<file path="config.mk">
export PLATFORM = sky130hd
export DESIGN_NAME = lidar_sector_steering_core_flat
export DESIGN_NICKNAME = d
export VERILOG_FILES = /design/src/lss_pkg.sv /design/src/lss_in_if.sv /design/src/lss_out_if.sv /design/src/lss_cfg_if.sv /design/src/lidar_sector_steering_core.sv /design/src/flat_wrapper.sv
export SDC_FILE = /design/constraint.sdc
export NUM_CORES = 1
export LEC_CHECK = 0
export BUFFER_PORTS_ARGS = -buffer_cell sky130_fd_sc_hd__buf_2
export CORE_ASPECT_RATIO = 1.4
export CORE_MARGIN = 4
export CORE_UTILIZATION = 55
export CTS_BUF_LIST = sky130_fd_sc_hd__clkbuf_2 sky130_fd_sc_hd__clkbuf_4 sky130_fd_sc_hd__clkbuf_8
export DETAILED_ROUTE_END_ITERATION = 8
export MAX_ROUTING_LAYER = met4
export PLACE_DENSITY_LB_ADDON = 0.15
export SYNTH_ARGS = -nofsm -noshare
export SYNTH_HDL_FRONTEND = slang
export SYNTH_SLANG_ARGS = --single-unit
export TNS_END_PERCENT = 20
</file>
<file path="constraint.sdc">
create_clock -name clk -period 15.4 [get_ports clk]
set_input_delay 0 -clock clk [delete_from_list [all_inputs] [get_ports clk]]
set_output_delay 0 -clock clk [all_outputs]
set_load 0.02 [all_outputs]
</file>
<file path="src/lss_pkg.sv">
// ---------------------------------------------------------------------------
// lss_pkg
// Shared widths, register codes, reset values and angle bounds of the lidar
// sector steering block.
// ---------------------------------------------------------------------------
`default_nettype none

package lss_pkg;

  // field widths
  localparam int ANGLE_W = 16;
  localparam int DIST_W  = 16;
  localparam int CNT_W   = 10;
  localparam int SPEED_W = 8;
  localparam int TURN_W  = 20;
  localparam int CFG_IDX_W  = 3;
  localparam int CFG_DATA_W = 16;

  // configuration register codes
  typedef enum logic [CFG_IDX_W-1:0] {
    REG_MIN_DISTANCE  = 3'd0,
    REG_RADIUS        = 3'd1,
    REG_FAR_DISTANCE  = 3'd2,
    REG_DEADBAND      = 3'd3,
    REG_STEER_GAIN    = 3'd4,
    REG_FORWARD_SPEED = 3'd5,
    REG_BACK_LIMIT    = 3'd6,
    REG_FAR_MIN       = 3'd7
  } lss_reg_t;

  // register reset values
  localparam logic [DIST_W-1:0]  RST_MIN_DISTANCE  = 16'd50;
  localparam logic [DIST_W-1:0]  RST_RADIUS        = 16'd800;
  localparam logic [DIST_W-1:0]  RST_FAR_DISTANCE  = 16'd3000;
  localparam logic [CNT_W-1:0]   RST_DEADBAND      = 10'd8;
  localparam logic [CNT_W-1:0]   RST_STEER_GAIN    = 10'd50;
  localparam logic [SPEED_W-1:0] RST_FORWARD_SPEED = 8'd4;
  localparam logic [CNT_W-1:0]   RST_BACK_LIMIT    = 10'd11;
  localparam logic [CNT_W-1:0]   RST_FAR_MIN       = 10'd5;

  // bearing bounds in hundredths of a degree
  localparam logic signed [ANGLE_W-1:0] ANGLE_ZERO    = 16'sd0;
  localparam logic signed [ANGLE_W-1:0] ANGLE_QUARTER = 16'sd9000;
  localparam logic signed [ANGLE_W-1:0] ANGLE_HALF    = 16'sd18000;

  // turn command magnitude limit
  localparam logic [TURN_W-1:0] TURN_LIMIT = 20'd512000;

  // per-scan sector counts
  typedef struct packed {
    logic [CNT_W-1:0] front_right;
    logic [CNT_W-1:0] front_left;
    logic [CNT_W-1:0] back_left;
    logic [CNT_W-1:0] back_right;
    logic [CNT_W-1:0] far;
  } lss_counts_t;

endpackage

`default_nettype wire

</file>
<file path="src/lss_in_if.sv">
// ---------------------------------------------------------------------------
// lss_in_if
// Point channel: one lidar point per request.
// ---------------------------------------------------------------------------
`default_nettype none

interface lss_in_if;
  logic                                valid;
  logic                                ready;
  logic signed [lss_pkg::ANGLE_W-1:0]  angle_cdeg;
  logic        [lss_pkg::DIST_W-1:0]   distance_mm;
  logic                                last_point;

  modport source (output valid, output angle_cdeg, output distance_mm,
                  output last_point, input ready);
  modport sink   (input valid, input angle_cdeg, input distance_mm,
                  input last_point, output ready);
endinterface

`default_nettype wire

</file>
<file path="src/lss_out_if.sv">
// ---------------------------------------------------------------------------
// lss_out_if
// Result channel: sector counts and steering command, one request per scan.
// ---------------------------------------------------------------------------
`default_nettype none

interface lss_out_if;
  logic                               valid;
  logic                               ready;
  logic        [lss_pkg::CNT_W-1:0]   front_right_count;
  logic        [lss_pkg::CNT_W-1:0]   front_left_count;
  logic        [lss_pkg::CNT_W-1:0]   back_left_count;
  logic        [lss_pkg::CNT_W-1:0]   back_right_count;
  logic        [lss_pkg::CNT_W-1:0]   far_count;
  logic        [lss_pkg::SPEED_W-1:0] speed_cmd;
  logic signed [lss_pkg::TURN_W-1:0]  turn_rate_milli;
  logic                               zone;

  modport source (output valid, output front_right_count, output front_left_count,
                  output back_left_count, output back_right_count, output far_count,
                  output speed_cmd, output turn_rate_milli, output zone,
                  input ready);
  modport sink   (input valid, input front_right_count, input front_left_count,
                  input back_left_count, input back_right_count, input far_count,
                  input speed_cmd, input turn_rate_milli, input zone,
                  output ready);
endinterface

`default_nettype wire

</file>
<file path="src/lss_cfg_if.sv">
// ---------------------------------------------------------------------------
// lss_cfg_if
// Configuration write channel: register index and write data.
// ---------------------------------------------------------------------------
`default_nettype none

interface lss_cfg_if;
  logic                               valid;
  logic                               ready;
  logic [lss_pkg::CFG_IDX_W-1:0]      index;
  logic [lss_pkg::CFG_DATA_W-1:0]     data;

  modport source (output valid, output index, output data, input ready);
  modport sink   (input valid, input index, input data, output ready);
endinterface

`default_nettype wire

</file>
<file path="src/lidar_sector_steering_core.sv">
// ---------------------------------------------------------------------------
// lidar_sector_steering_core
// Sorts the lidar points of a scan into sectors and issues a speed and
// turn command with the sector counts at the end of each scan.
// ---------------------------------------------------------------------------
// Usage:
//   in_ch  : one lidar point per request (bearing, range, last_point flag).
//   out_ch : one result request per scan, issued for the point that carries
//            last_point; other points give no result.
//   cfg_ch : register writes, always ready; write only while the block idles.
// Throughput: one point per cycle while in_ch.ready is high. Points run
//   through an input register, the sector counters and a scan snapshot
//   register, then the output register where the turn product is formed.
// Result path: once the last point of a scan is accepted, its counts pass
//   through the scan snapshot register into the output register.
// Stalls: the output register holds a finished result until taken; the
//   snapshot register holds the next one, and points keep flowing into the
//   counters until a further last_point reaches the input register while
//   both hold a result, at which point in_ch.ready drops.
// Reset: registers take their default values, counters and the zone flag
//   clear, all stages empty.
// ---------------------------------------------------------------------------
`default_nettype none

module lidar_sector_steering_core #(
  parameter int MAX_POINTS = 512
) (
  input  logic        clk,
  input  logic        rst_n,
  lss_in_if.sink      in_ch,
  lss_out_if.source   out_ch,
  lss_cfg_if.sink     cfg_ch
);

  localparam int CW      = lss_pkg::CNT_W;
  localparam int TW      = lss_pkg::TURN_W;
  localparam int CAP_INT = (MAX_POINTS < 1023) ? MAX_POINTS : 1023;
  localparam logic [CW-1:0] CNT_CAP = CW'(CAP_INT);

  // configuration registers
  logic [lss_pkg::DIST_W-1:0]  min_dist_r, radius_r, far_dist_r;
  logic [CW-1:0]               deadband_r, gain_r, back_limit_r, far_min_r;
  logic [lss_pkg::SPEED_W-1:0] speed_r;

  // input stage
  logic                                a_valid_r;
  logic signed [lss_pkg::ANGLE_W-1:0]  a_angle_r;
  logic        [lss_pkg::DIST_W-1:0]   a_dist_r;
  logic                                a_last_r;

  // counters and scan snapshot
  lss_pkg::lss_counts_t cnt_r, cnt_nxt, cnt_bump;
  lss_pkg::lss_counts_t b_cnt_r;
  logic                 b_valid_r, b_valid_nxt;

  // output stage
  logic                  out_valid_r, out_valid_nxt;
  lss_pkg::lss_counts_t  out_cnt_r;
  logic [lss_pkg::SPEED_W-1:0] out_speed_r;
  logic signed [TW-1:0]  out_turn_r, turn_nxt;
  logic                  out_zone_r, zone_r, zone_nxt;

  // flow control
  logic a_adv, b_adv, b_free;

  // classification
  logic near_band, ang_fr, ang_fl, ang_bl, ang_br, ang_fwd;
  logic hit_fr, hit_fl, hit_bl, hit_br, hit_far;

  // steering math
  logic [CW-1:0]   abs_diff, excess;
  logic            turning, turn_left_high;
  logic [TW-1:0]   prod, prod_sat;
  logic            zone_cond;

  // handshake chain from the output register back to the input
  assign b_adv  = b_valid_r && (!out_valid_r || out_ch.ready);
  assign b_free = !b_valid_r || b_adv;
  assign a_adv  = a_valid_r && (!a_last_r || b_free);
  assign in_ch.ready  = !a_valid_r || a_adv;
  assign cfg_ch.ready = 1'b1;

  // configuration writes
  always_ff @(posedge clk) begin
    if (!rst_n) begin
      min_dist_r   <= lss_pkg::RST_MIN_DISTANCE;
      radius_r     <= lss_pkg::RST_RADIUS;
      far_dist_r   <= lss_pkg::RST_FAR_DISTANCE;
      deadband_r   <= lss_pkg::RST_DEADBAND;
      gain_r       <= lss_pkg::RST_STEER_GAIN;
      speed_r      <= lss_pkg::RST_FORWARD_SPEED;
      back_limit_r <= lss_pkg::RST_BACK_LIMIT;
      far_min_r    <= lss_pkg::RST_FAR_MIN;
    end else if (cfg_ch.valid) begin
      case (lss_pkg::lss_reg_t'(cfg_ch.index))
        lss_pkg::REG_MIN_DISTANCE:  min_dist_r   <= cfg_ch.data;
        lss_pkg::REG_RADIUS:        radius_r     <= cfg_ch.data;
        lss_pkg::REG_FAR_DISTANCE:  far_dist_r   <= cfg_ch.data;
        lss_pkg::REG_DEADBAND:      deadband_r   <= cfg_ch.data[CW-1:0];
        lss_pkg::REG_STEER_GAIN:    gain_r       <= cfg_ch.data[CW-1:0];
        lss_pkg::REG_FORWARD_SPEED: speed_r      <= cfg_ch.data[lss_pkg::SPEED_W-1:0];
        lss_pkg::REG_BACK_LIMIT:    back_limit_r <= cfg_ch.data[CW-1:0];
        lss_pkg::REG_FAR_MIN:       far_min_r    <= cfg_ch.data[CW-1:0];
        default: ;
      endcase
    end
  end

  // input register
  always_ff @(posedge clk) begin
    if (!rst_n) begin
      a_valid_r <= 1'b0;
    end else if (in_ch.ready) begin
      a_valid_r <= in_ch.valid;
    end
  end

  always_ff @(posedge clk) begin
    if (in_ch.valid && in_ch.ready) begin
      a_angle_r <= in_ch.angle_cdeg;
      a_dist_r  <= in_ch.distance_mm;
      a_last_r  <= in_ch.last_point;
    end
  end

  // sector tests, strict bounds, first match wins
  always_comb begin
    near_band = (min_dist_r < a_dist_r) && (a_dist_r < radius_r);
    ang_fr  = (a_angle_r > lss_pkg::ANGLE_ZERO) && (a_angle_r < lss_pkg::ANGLE_QUARTER);
    ang_fl  = (a_angle_r > lss_pkg::ANGLE_QUARTER) && (a_angle_r < lss_pkg::ANGLE_HALF);
    ang_bl  = (a_angle_r > -lss_pkg::ANGLE_HALF) && (a_angle_r < -lss_pkg::ANGLE_QUARTER);
    ang_br  = (a_angle_r > -lss_pkg::ANGLE_QUARTER) && (a_angle_r < lss_pkg::ANGLE_ZERO);
    ang_fwd = (a_angle_r > lss_pkg::ANGLE_ZERO) && (a_angle_r < lss_pkg::ANGLE_HALF);
    hit_fr  = near_band && ang_fr;
    hit_fl  = near_band && ang_fl;
    hit_bl  = (a_dist_r < radius_r) && ang_bl;
    hit_br  = near_band && ang_br;
    hit_far = !(hit_fr || hit_fl || hit_bl || hit_br) && (far_dist_r < a_dist_r) && ang_fwd;
  end

  // saturating bump of the matching counter
  always_comb begin
    cnt_bump = cnt_r;
    if (hit_fr && (cnt_r.front_right < CNT_CAP))
      cnt_bump.front_right = cnt_r.front_right + 1'b1;
    if (hit_fl && (cnt_r.front_left < CNT_CAP))
      cnt_bump.front_left = cnt_r.front_left + 1'b1;
    if (hit_bl && (cnt_r.back_left < CNT_CAP))
      cnt_bump.back_left = cnt_r.back_left + 1'b1;
    if (hit_br && (cnt_r.back_right < CNT_CAP))
      cnt_bump.back_right = cnt_r.back_right + 1'b1;
    if (hit_far && (cnt_r.far < CNT_CAP))
      cnt_bump.far = cnt_r.far + 1'b1;
  end

  // counters clear once the scan is handed to the snapshot
  always_comb begin
    cnt_nxt = cnt_r;
    if (a_adv) begin
      cnt_nxt = a_last_r ? '0 : cnt_bump;
    end
    b_valid_nxt = (b_valid_r && !b_adv) || (a_adv && a_last_r);
  end

  always_ff @(posedge clk) begin
    if (!rst_n) begin
      cnt_r     <= '0;
      b_valid_r <= 1'b0;
    end else begin
      cnt_r     <= cnt_nxt;
      b_valid_r <= b_valid_nxt;
    end
  end

  always_ff @(posedge clk) begin
    if (a_adv && a_last_r) begin
      b_cnt_r <= cnt_bump;
    end
  end

  // turn command: gain times the left/right imbalance beyond the deadband
  always_comb begin
    turn_left_high = b_cnt_r.front_left > b_cnt_r.front_right;
    abs_diff = turn_left_high ? (b_cnt_r.front_left - b_cnt_r.front_right)
                              : (b_cnt_r.front_right - b_cnt_r.front_left);
    turning  = abs_diff > deadband_r;
    excess   = abs_diff - deadband_r;
    prod     = excess * gain_r;
    prod_sat = (prod > lss_pkg::TURN_LIMIT) ? lss_pkg::TURN_LIMIT : prod;
    if (!turning) begin
      turn_nxt = '0;
    end else if (turn_left_high) begin
      turn_nxt = -$signed(prod_sat);
    end else begin
      turn_nxt = $signed(prod_sat);
    end
  end

  // zone flag latches on few back-left and enough far points
  always_comb begin
    zone_cond = (b_cnt_r.back_left != '0) && (b_cnt_r.back_left < back_limit_r) &&
                (b_cnt_r.far > far_min_r);
    zone_nxt  = zone_r || zone_cond;
    out_valid_nxt = b_adv || (out_valid_r && !out_ch.ready);
  end

  always_ff @(posedge clk) begin
    if (!rst_n) begin
      out_valid_r <= 1'b0;
      zone_r      <= 1'b0;
    end else begin
      out_valid_r <= out_valid_nxt;
      if (b_adv) begin
        zone_r <= zone_nxt;
      end
    end
  end

  // output register
  always_ff @(posedge clk) begin
    if (b_adv) begin
      out_cnt_r   <= b_cnt_r;
      out_speed_r <= speed_r;
      out_turn_r  <= turn_nxt;
      out_zone_r  <= zone_nxt;
    end
  end

  assign out_ch.valid             = out_valid_r;
  assign out_ch.front_right_count = out_cnt_r.front_right;
  assign out_ch.front_left_count  = out_cnt_r.front_left;
  assign out_ch.back_left_count   = out_cnt_r.back_left;
  assign out_ch.back_right_count  = out_cnt_r.back_right;
  assign out_ch.far_count         = out_cnt_r.far;
  assign out_ch.speed_cmd         = out_speed_r;
  assign out_ch.turn_rate_milli   = out_turn_r;
  assign out_ch.zone              = out_zone_r;

  // counters never pass their cap
  a_cnt_cap: assert property (@(posedge clk) disable iff (!rst_n)
    (cnt_r.front_right <= CNT_CAP) && (cnt_r.front_left <= CNT_CAP) &&
    (cnt_r.back_left <= CNT_CAP) && (cnt_r.back_right <= CNT_CAP) &&
    (cnt_r.far <= CNT_CAP))
    else $error("sector counter above cap");

  // counters start from zero after a scan closes
  a_cnt_clear: assert property (@(posedge clk) disable iff (!rst_n)
    (a_adv && a_last_r) |=> (cnt_r == '0))
    else $error("counters not cleared after last point");

  // zone flag never drops once set
  a_zone_sticky: assert property (@(posedge clk) disable iff (!rst_n)
    zone_r |=> zone_r)
    else $error("zone flag dropped");

  // a snapshot is only overwritten once it has moved on
  a_snap_safe: assert property (@(posedge clk) disable iff (!rst_n)
    (a_adv && a_last_r) |-> (!b_valid_r || b_adv))
    else $error("scan snapshot overwritten");

endmodule

`default_nettype wire
</file>
<file path="src/flat_wrapper.sv">
// flat-port wrapper written by rule: the top's interface ports become plain ports
module lidar_sector_steering_core_flat 
#(
  parameter int MAX_POINTS = 512
)
  (clk, rst_n, in_ch_valid, in_ch_angle_cdeg, in_ch_distance_mm, in_ch_last_point, in_ch_ready, out_ch_valid, out_ch_front_right_count, out_ch_front_left_count, out_ch_back_left_count, out_ch_back_right_count, out_ch_far_count, out_ch_speed_cmd, out_ch_turn_rate_milli, out_ch_zone, out_ch_ready, cfg_ch_valid, cfg_ch_index, cfg_ch_data, cfg_ch_ready);
  lss_in_if in_ch_i ();
  lss_out_if out_ch_i ();
  lss_cfg_if cfg_ch_i ();
  input  logic clk;
  input  logic rst_n;
  input wire logic [$bits(in_ch_i.valid)-1:0] in_ch_valid;
  input wire logic [$bits(in_ch_i.angle_cdeg)-1:0] in_ch_angle_cdeg;
  input wire logic [$bits(in_ch_i.distance_mm)-1:0] in_ch_distance_mm;
  input wire logic [$bits(in_ch_i.last_point)-1:0] in_ch_last_point;
  output wire logic [$bits(in_ch_i.ready)-1:0] in_ch_ready;
  output wire logic [$bits(out_ch_i.valid)-1:0] out_ch_valid;
  output wire logic [$bits(out_ch_i.front_right_count)-1:0] out_ch_front_right_count;
  output wire logic [$bits(out_ch_i.front_left_count)-1:0] out_ch_front_left_count;
  output wire logic [$bits(out_ch_i.back_left_count)-1:0] out_ch_back_left_count;
  output wire logic [$bits(out_ch_i.back_right_count)-1:0] out_ch_back_right_count;
  output wire logic [$bits(out_ch_i.far_count)-1:0] out_ch_far_count;
  output wire logic [$bits(out_ch_i.speed_cmd)-1:0] out_ch_speed_cmd;
  output wire logic [$bits(out_ch_i.turn_rate_milli)-1:0] out_ch_turn_rate_milli;
  output wire logic [$bits(out_ch_i.zone)-1:0] out_ch_zone;
  input wire logic [$bits(out_ch_i.ready)-1:0] out_ch_ready;
  input wire logic [$bits(cfg_ch_i.valid)-1:0] cfg_ch_valid;
  input wire logic [$bits(cfg_ch_i.index)-1:0] cfg_ch_index;
  input wire logic [$bits(cfg_ch_i.data)-1:0] cfg_ch_data;
  output wire logic [$bits(cfg_ch_i.ready)-1:0] cfg_ch_ready;
  assign in_ch_i.valid = in_ch_valid;
  assign in_ch_i.angle_cdeg = in_ch_angle_cdeg;
  assign in_ch_i.distance_mm = in_ch_distance_mm;
  assign in_ch_i.last_point = in_ch_last_point;
  assign in_ch_ready = in_ch_i.ready;
  assign out_ch_valid = out_ch_i.valid;
  assign out_ch_front_right_count = out_ch_i.front_right_count;
  assign out_ch_front_left_count = out_ch_i.front_left_count;
  assign out_ch_back_left_count = out_ch_i.back_left_count;
  assign out_ch_back_right_count = out_ch_i.back_right_count;
  assign out_ch_far_count = out_ch_i.far_count;
  assign out_ch_speed_cmd = out_ch_i.speed_cmd;
  assign out_ch_turn_rate_milli = out_ch_i.turn_rate_milli;
  assign out_ch_zone = out_ch_i.zone;
  assign out_ch_i.ready = out_ch_ready;
  assign cfg_ch_i.valid = cfg_ch_valid;
  assign cfg_ch_i.index = cfg_ch_index;
  assign cfg_ch_i.data = cfg_ch_data;
  assign cfg_ch_ready = cfg_ch_i.ready;
  lidar_sector_steering_core #(.MAX_POINTS(MAX_POINTS)) u_core (.clk(clk), .rst_n(rst_n), .in_ch(in_ch_i), .out_ch(out_ch_i), .cfg_ch(cfg_ch_i));
endmodule
</file>
======== Word-level counts from Yosys, hierarchy flattened ========
Index checks and enable logic that the tools add are counted.
word-level totals
  flip-flop bits (word level) ............. 312
  output and inout bits ................... 82
  word-level logic and storage cells ...... 132
operators by class
  add/sub/neg operators ................... 9
  multiply operators ...................... 1
  order comparisons ....................... 21
  equality and inequality tests ........... 7
  muxes and demuxes ....................... 9
  reductions and logical operators ........ 52
operators with widths
  cell                   count
  $mux 10                6
  $add 10x1->10 const B  5
  $lt 10x10->1 const B   5
  $mux 50                1
  $lt 16x16->1           3
  $mux 20                2
  $gt 16x15->1 const B   2
  $lt 16x15->1 const B   2
  $gt 10x10->1           3
  $sub 10x10->10         3
  $logic_and 1x1->1      25
  $gt 20x19->1 const B   1
  $mul 10x10->20         1
  $neg 20->20            1
  $gt 16x1->1 const B    1
  $gt 16x16->1 const B   1
  $lt 16x1->1 const B    1
  $lt 16x16->1 const B   1
  $reduce_and 2->1       8
  $eq 3x3->1 const B     4
  $logic_or 1x1->1       10
  $lt 10x10->1           1
  $reduce_bool 10->1     1
  $logic_not 1->1        7
  other kinds (3)        4

======== Depth between registers and ports, before layout ========
Gate-level depths: netlist (run 1).
  word-level depth ........................ 12
  mapped depth ............................ 51

======== Worst setup path after synthesis (run 1) ========
No wires, ideal clock.
  path type ............................... register -> register
  start point ............................. reg u_core.b_cnt_r[30] in the netlist's numbering
  end point ............................... reg u_core.out_turn_r[18] (netlist: u_core.out_ch.turn_rate_milli[18]), data pin
  library setup time ...................... 180 ps
  arrival ................................. 10523 ps
  slack ................................... 4697 ps
  cell stages (with the launch flop) ...... 52
  buffers on the path ..................... 4
  cell sequence ........................... edfxtp_1 inv_1 ha_1 inv_1 fa_1 a21o_1 a21o_1 a21oi_1 o21ai_0 a311oi_1 or2_2 clkbuf_1 clkbuf_1 nand2_1 nand2_1 ha_1 nor2b_1 o21ai_0 (+16 left out) inv_1 ha_1 clkbuf_1 a21o_1 a21oi_1 nand2_1 o22ai_1 mux2i_1 and4b_1 a21oi_4 buf_2 nand2_1 ha_1 nand2_1 or3_1 nor4b_1 mux2i_1 o311ai_1
on the way
  cells in the longest elaborated chain, start to end .. 8
  elaborated cells between the ends (all ways) .. 11
  those cells by class .................... add/sub (4); mul (1); order compare (3); mux (3)
ends and longest elaborated chain
  what                                          line                               text
  from (decl)                                   lidar_sector_steering_core.sv:53   lss_pkg::lss_counts_t b_cnt_r;
  from (signal assigned)                        lidar_sector_steering_core.sv:177  b_cnt_r <= cnt_bump;
  $sub 10x10->10, or another cell as far along  lidar_sector_steering_core.sv:185  : (b_cnt_r.front_right - b_cnt_r.front_left);
  $mux 10                                       lidar_sector_steering_core.sv:184  abs_diff = turn_left_high ? (b_cnt_r.front_left - b_cnt_r.front_right)
  $sub 10x10->10                                lidar_sector_steering_core.sv:187  excess = abs_diff - deadband_r;
  $mul 10x10->20                                lidar_sector_steering_core.sv:188  prod = excess * gain_r;
  $gt 20x19->1                                  lidar_sector_steering_core.sv:189  prod_sat = (prod > lss_pkg::TURN_LIMIT) ? lss_pkg::TURN_LIMIT : prod;
  $mux 20                                       lidar_sector_steering_core.sv:189
  $neg 20->20                                   lidar_sector_steering_core.sv:193  turn_nxt = -$signed(prod_sat);
  $mux 20                                       lidar_sector_steering_core.sv:192  end else if (turn_left_high) begin
  to (signal assigned)                          lidar_sector_steering_core.sv:224  out_turn_r <= turn_nxt;
  to (decl)                                     lidar_sector_steering_core.sv:60   logic signed [TW-1:0] out_turn_r, turn_nxt;
Parallel ways exist; a longest one is shown, timed or not.
A chain may end at the register's enable or synchronous reset.

======== Worst setup path after layout (run 1) ========
Same ends and word-level chain as after synthesis.

==> results.md, run 1 <==
* Status: completed
* Filler Cells Inserted at ~2800
* Layout cells sized above 1 at approximately an eighth
* Multi-input gate area in the final layout at ~0.010 mm²
* Top FF cell, synth: edfxtp_1
* # resized after CTS at 0
* Largest net degree at the start of global routing at approximately 90
* Hold Vio Cnt, Final at 0
* Worst Path Class, Setup: reg -> reg
* Root Buffer: clkbuf_8
* CP peak stage delay at roughly 0.61 ns
* FF+latch area at approximately 0.0079 mm²
* Most frequent CP cell: inv_1
* Crit share post-route at 79.8%
* Yosys reg bits at 312
* Vias in the first global route at between 15000 and 20000
* RSZ-0062 raised after global routing: false
* DIE HEIGHT at roughly 230 µm
* Sequential-to-total area share from yosys stat at between 40% and 50%
* Async S/R FF share, synth at 0%
* Average cell area after synthesis at 9.52 µm²
* CP required at between 15 and 20 ns
* WL/cell at ~19 µm
* Core box area at between 0.03 and 0.04 mm²
* Nets at ~2500
* CP max-delay cell: a311oi_1
* Arrival time at the worst endpoint at ~13 ns
* DR vias/cell at between 5 and 6
* Worst-margin pin slew at 1.20 ns
* First-pass GRT wire length at between 80 and 90 mm
* Wirelength, routed at 51.1 mm
* CTS Buffer Depth at 3
* Gr ovfl total at 0
* MaxCap Viol Count at 0
* Cell Int Power at around 1.9 mW
* Commonest non-fill, non-tap cell in the layout: nand2_1
* Initial DRT Pass Iterations at 5
* Minimum clock period at between 10 and 15 ns
* Setup TNS Final at 0 ns
* DIE WIDTH at 166 µm
* DRC Markers at 0
* CP endpoint kind: register
* Placement Rows at 80
* Worst vdd ir at 185 µV
* Starting Density at between 50% and 60%
* TritonCTS clock tree: built
* Post-cts hold buffer count at 56
* Via count at approximately 15000
* Hold Path Class: in -> reg
* P_sw at roughly 1.3 mW
* Fmax at 81.4 MHz
* Io pins at 139
* Synthesis-to-layout area growth at 13.5%
* Synth Instances at around 2000
* Clock slew at reported path FFs at 0.06 ns
* Clock share of power at between 20% and 30%
* P per Cell Area at 144 mW/mm²
* Setup bufs post-CTS at 0
* Startpoint types: register
* Final slew viol count at 0
* Comb power frac at 46.5%
* Pleak at 9.47 nW
* Seq pwr share at just under 30%
* GRT Util Overall at a little over a quarter
* CP Max Fanout at 25
* Initial antenna violation count at 2
* Clk Latency, worst-skew pair at 0.58 ns
* Netlist cell types at 87
* Post-synth EDFFs at about 160
* Final setup violation count at 0
* Die area at approximately 0.038 mm²
* CTS buffer count at 49
* Antenna viol nets, final at 0
* Final Skew at between 0.02 and 0.025 ns
* Mapped Nets at between 2000 and 2500
* GPL Wtd Cong at between 0.8 and 0.9
* Pwr Total at 3.16 mW
* Port buffer count at 137
* Syn. warnings at 0
* Slew HR at approximately a fifth
* Most frequent cells in the layout: nand2_1, inv_1, edfxtp_1, ha_1, dfxtp_1
* Synth Cell Area at ~0.019 mm²
* CTS Sinks at between 300 and 400
* H-tree depth at 2
* DP Wirelength at roughly 37 mm
* DRT iter0 DRCs at 857
* Switching Share at 40.8%
## metrics by stage
| step | utilization, % | instance area [µm²] | instances | setup WS (ns) | hold WS, ns |
|---|---|---|---|---|---|
| floorplan | - | 19300 | 2028 | 4.70 | 0.0989 |
| global placement | 59.1 | 20300 | 2536 | 3.56 | 0.176 |
| detailed placement | 59.1 | 20300 | 2536 | 3.26 | 0.178 |
| CTS | 63.8 | 21900 | 2682 | 3.23 | 0.0145 |
| global route | 63.9 | 21900 | 2684 | 2.20 | 0.0832 |
| finish | 63.9 | 21900 | 2684 | 3.11 | 0.0661 |
## final timing paths
| path | from | to | slack [ns] | cells after the start |
|---|---|---|---|---|
| setup / recovery | u_core.b_cnt_r[30]$_DFFE_PP_ | u_core.out_ch.turn_rate_milli[18]$_SDFFCE_PP0P_ | 3.11 | 47 |
| hold / removal | cfg_ch_index[0] | u_core.speed_r[2]$_SDFFE_PN1P_ | 0.07 | 4 |
| setup reg to reg | u_core.b_cnt_r[30]$_DFFE_PP_ | u_core.out_ch.turn_rate_milli[18]$_SDFFCE_PP0P_ | 3.11 | 47 |
| hold reg to reg | u_core.b_cnt_r[19]$_DFFE_PP_ | u_core.out_ch.back_right_count[9]$_DFFE_PP_ | 0.41 | 0 |
## critical path: cells and delay by family (launching register included)
family / cells / cell delay, ns
mux: 1 / 0.15
fa+ha+maj: 10 / 4.14
flops: 1 / 0.41
compound gates: 18 / 4.60
buf+inv: 7 / 0.42
simple gates: 11 / 2.29
## cells by family after synthesis
logic type,after synthesis,synth area share (%)
compound gates,425,15.0
xor+xnor,70,3.18
fa+ha+maj,219,16.7
buf+inv,255,5.16
flops,312,40.7
mux,18,0.979
other cells,1,0.0194
simple gates,728,18.2
## area by class of cell
class / instances / share of cell area, %
sequential: 312 / 35.9
antenna: 2 / 0.0228
timing repair buffer: 204 / 6.06
clock buffer: 83 / 4.50
inverter: 164 / 2.81
multi-input combinational: 1461 / 47.7
tap: 451 / 2.57
clock inverter: 7 / 0.411
## synthesized netlist by cell type (14+ instances only)
library cell	count	area [µm²]
a21o_1	51	383
inv_1	162	608
a31oi_1	15	93.8
nand2b_1	18	113
dfxtp_1	150	3000
a211oi_1	18	135
nand2_1	319	1200
o21ai_0	48	240
nand4_1	32	200
and3_1	24	150
o211ai_1	24	180
edfxtp_1	162	4860
or3_1	14	87.6
a21oi_1	146	731
and2_1	76	475
fa_1	65	1300
nor2_1	81	304
xor2_1	22	193
nand3_1	70	350
nor3_1	33	165
clkbuf_1	65	244
xnor2_1	48	420
nor2b_1	22	138
ha_1	154	1930
## state kept, by name, indices dropped and copies added (netlist names), 16 cells and up
signal and count:
u_core.radius_r 16, u_core.cnt_r 50, u_core.a_angle_r 16, u_core.b_cnt_r 50, u_core.min_dist_r 16, u_core.out_ch.turn_rate_milli 20
u_core.a_dist_r 16, u_core.far_dist_r 16
## layer usage
| metal | wire, µm | vias up | global-route usage (%) |
|---|---|---|---|
| met5 | 0 | - | - |
| met4 | 3160 | 0 | 14.5 |
| met3 | 2210 | 141 | 3.01 |
| met2 | 26600 | 479 | 48.9 |
| met1 | 19200 | 7380 | 29.5 |
| li1 | - | 7471 | - |
## power groups by stage
stage / logic, mW / registers, mW / clock network (mW)
finish: 1.47 / 0.934 / 0.756
global route: 1.63 / 0.936 / 0.817
CTS: 1.47 / 0.933 / 0.776
detailed placement: 1.45 / 0.951 / 0
global placement: 1.45 / 0.950 / 0
floorplan: 1.02 / 0.954 / 0
Power figures use the tool's default switching activity.
==> inputs of run 2 (changes only) <==
- ABC_AREA: default -> 1
- clock period: 15.4 -> 11.37 ns (I/O delays scaled with it)
==> results.md, run 2 <==
* Status: completed
* Count leader, synth: nand2_1
* Hold Vio Cnt, Final at 0 (unchanged)
* H-tree depth at 2 (unchanged)
* P per Cell Area at 226 mW/mm² (+57%)
* Final Cell Area at 0.0215 mm² (-1.8%)
* GRT Util Overall at 26.7% (-0.52 points)
* Slew HR at 20.2% (+0.50 points)
* Fmax at 96.4 MHz (+18%)
* WL/cell at 16.3 µm (-14%)
* Final Skew at 0.0317 ns (+0.00988 ns)
* CTS Buffer Depth at 3 (unchanged)
* First-pass GRT wire length at 76.7 mm (-6.6%)
* Sequential-to-total area share from yosys stat at 41.8% (+1.1 points)
* CTS Sinks at 312 (unchanged)
* Worst-margin pin slew at 1.19 ns (-0.00694 ns)
* CP required at 11.72 ns (-3.98 ns)
* Worst Path Class, Setup: reg -> reg
* CP max-delay cell: fa_1
* Final setup violation count at 0 (unchanged)
* Final slew viol count at 0 (unchanged)
* Antenna viol nets, final at 0 (unchanged)
* Average cell area after synthesis at 8.38 µm² (-12%)
* Io pins at 139 (unchanged)
* Post-synth EDFFs at 162 (unchanged)
* Pleak at 10.1 nW (+6.1%)
* Hold depth at 2 (-2)
* Largest net degree at the start of global routing at 103 (+17%)
* Worst r2r path cells at 57 (+21%)
* Most frequent cells in the layout: nand2_1, inv_1, nor2_1, a21oi_1, edfxtp_1
* Synthesis-to-layout area growth at 14.4%
* Hold_sp: in_ch_last_point
* Async S/R FF share, synth at 0% (unchanged)
* Arrival time at the worst endpoint at 10.72 ns (-1.87 ns)
* CTS buffer count at 47 (-4.1%)
* CP Max Fanout at 22 (-12%)
* Worst hold slack at 0.130 ns (+0.0643 ns)
* # resized after CTS at 0 (unchanged)
* Syn. warnings at 0 (unchanged)
* Synth area leaders: edfxtp_1, dfxtp_1, ha_1
* Initial antenna violation count at 0 (-2)
* Share of the synthesized area in the top cell type at 25.9% (+0.66 points)
* Filler Cells Inserted at 2892 (+2.1%)
* DP Wirelength at 35.8 mm (-3.9%)
* Synth Instances at 2246 (+11%)
* Netlist cell types at 53 (-39%)
* Hold Path Class: in -> reg
* R2r endpoint: u_core.out_ch.turn_rate_milli[12]$_SDFFCE_PP0P_
* DRC Markers at 0 (unchanged)
* Clock slew at reported path FFs at 0.06 ns (about the same)
* Minimum clock period at 10.37 ns (-1.92 ns)
* Crit share post-route at 91.2% (+11 points)
* CP endpoint kind: register
* Worst vdd ir at 271 µV (+46%)
* Reg2reg start: u_core.b_cnt_r[30]$_DFFE_PP_
* Initial DRT Pass Iterations at 6 (+1)
* RSZ-0062 raised after global routing: false
* Yosys reg bits at 312 (unchanged)
* Die area at 0.0373 mm² (-2.4%)
* GPL Wtd Cong at 1.01 (+13%)
* DIE WIDTH at 164 µm (-1.2%)
* Setup TNS Final at 0 ns (unchanged)
* Clk Latency, worst-skew pair at 0.59 ns (about the same)
* Starting Density at 56.2% (-0.084 points)
* TritonCTS clock tree: built
* Setup bufs post-CTS at 0 (unchanged)
* Core box area at 0.0335 mm² (-2.4%)
* DR vias/cell at 5.35 (-7.2%)
* Top cell type by total area after synthesis: edfxtp_1
* Top FF cell, synth: edfxtp_1
* Hold Crit Endpoint: u_core.a_last_r$_DFFE_PP_
* Placement Rows at 79 (-1.3%)
* Final non-filler cell total at 2929 (+9.1%)
* Nets at 2721 (+10%)
* Layout cells sized above 1 at 10.2% (-2.2 points)
* Port buffer count at 137 (unchanged)
* Vias in the first global route at 15700 (+0.37%)
* Gr ovfl total at 0 (unchanged)
* MaxCap Viol Count at 0 (unchanged)
* DIE HEIGHT at 227 µm (-1.2%)
* Post-synth top cells: nand2_1, inv_1, nor2_1, a21oi_1, edfxtp_1
* Mapped Nets at 2522 (+9.5%)
* Flop2flop setup slack at 1.0 ns (-2.11 ns)
* Startpoint types: register
* Commonest non-fill, non-tap cell in the layout: nand2_1
* Placed instance area at 0.0199 mm² (-1.8%)
* Util after Layout at 64.3% (+0.42 points)
* CP peak stage delay at 0.54 ns (-0.07 ns)
* Via count at 15700 (+1.3%)
* Root Buffer: clkbuf_8
* DRT iter0 DRCs at 996 (+16%)
* Synth Cell Area at 0.0188 mm² (-2.5%)
* Most frequent CP cell: nand2_1
* Wirelength, routed at 47.8 mm (-6.4%)
* N_diodes at 0 (-2)
* Inst Count DP at 2782 (+9.7%)
-- run 2: final cells by class --
| cell class | instances | area, µm² | share of cell area [%] |
|---|---|---|---|
| sequential | 312 | 7870 | 36.5 |
| timing repair buffer | 206 | 1350 | 6.27 |
| clock inverter | 15 | 125 | 0.581 |
| tap | 445 | 557 | 2.59 |
| inverter | 365 | 1370 | 6.36 |
| multi-input combinational | 1513 | 9370 | 43.5 |
| clock buffer | 73 | 898 | 4.17 |
-- run 2: cells by family after synthesis --
logic type               Yosys count  synth area share [%]
AND/OR/NAND/NOR                  877                  19.4
buffers and inverters            421                  8.50
AO/OA/AOI/OAI                    364                  10.6
flip-flops                       312                  41.8
adder cells (fa/ha/maj)          219                  17.2
XOR/XNOR                          50                  2.43
multiplexers                       2                 0.106
other                              1                0.0199
-- run 2: what timing repair did --
item | in CTS | in global routing
hold buffers | 59 | 0
endpoints found under the setup margin | 0 | 0
hold endpoints to repair | 132 | 0
-- run 2: worst max path at each step --
stage                                                      end  cells after the start  slack [ns]                          from
2_1_floorplan   u_core.out_ch.turn_rate_milli[2]$_SDFFCE_PP0P_                     53        2.25  u_core.b_cnt_r[30]$_DFFE_PP_
3_5_place_dp   u_core.out_ch.turn_rate_milli[10]$_SDFFCE_PP0P_                     55        1.07  u_core.b_cnt_r[30]$_DFFE_PP_
4_1_cts        u_core.out_ch.turn_rate_milli[10]$_SDFFCE_PP0P_                     55        1.05  u_core.b_cnt_r[30]$_DFFE_PP_
5_1_grt        u_core.out_ch.turn_rate_milli[12]$_SDFFCE_PP0P_                     59        0.04  u_core.b_cnt_r[30]$_DFFE_PP_
3_3_place_gp   u_core.out_ch.turn_rate_milli[10]$_SDFFCE_PP0P_                     55        1.30  u_core.b_cnt_r[30]$_DFFE_PP_
6_report       u_core.out_ch.turn_rate_milli[12]$_SDFFCE_PP0P_                     57         1.0  u_core.b_cnt_r[30]$_DFFE_PP_
-- run 2: critical path: cells and delay by family (launching register included) --
kind / cells / cell delay (ns)
DFF: 1 / 0.41
and+or+nand+nor: 25 / 2.43
adders and majority gates: 10 / 3.95
xor gates and xnor gates: 2 / 0.59
AOI/OAI and AO/OA: 8 / 1.62
buffers and inverters: 12 / 1.13
-- run 2: power breakdown --
part           switching, mW  leakage, nW  internal (mW)
clock                  0.432        0.538          0.550
sequential            0.0244         2.74           1.26
combinational           1.78         6.78          0.828
-- run 2: metrics by stage --
| stage | setup slack [ns] | total power, mW |
|---|---|---|
| after global placement | 1.30 | 3.83 |
| after floorplan | 2.25 | 3.13 |
| after global routing | 0.0394 | 5.27 |
| final | 0.998 | 4.88 |
| after detailed placement | 1.07 | 3.85 |
| after CTS | 1.05 | 4.87 |
-- run 2: per-layer routing --
metal / up-vias / routed length, µm / share of wire (%) / track usage, %
met4: 0 / 2570 / 5.4 / 13.2
met2: 430 / 24900 / 52 / 47.9
met3: 143 / 1930 / 4.0 / 3.18
li1: 7736 / - / - / -
met5: - / 0 / 0 / -
met1: 7363 / 18500 / 39 / 28.9
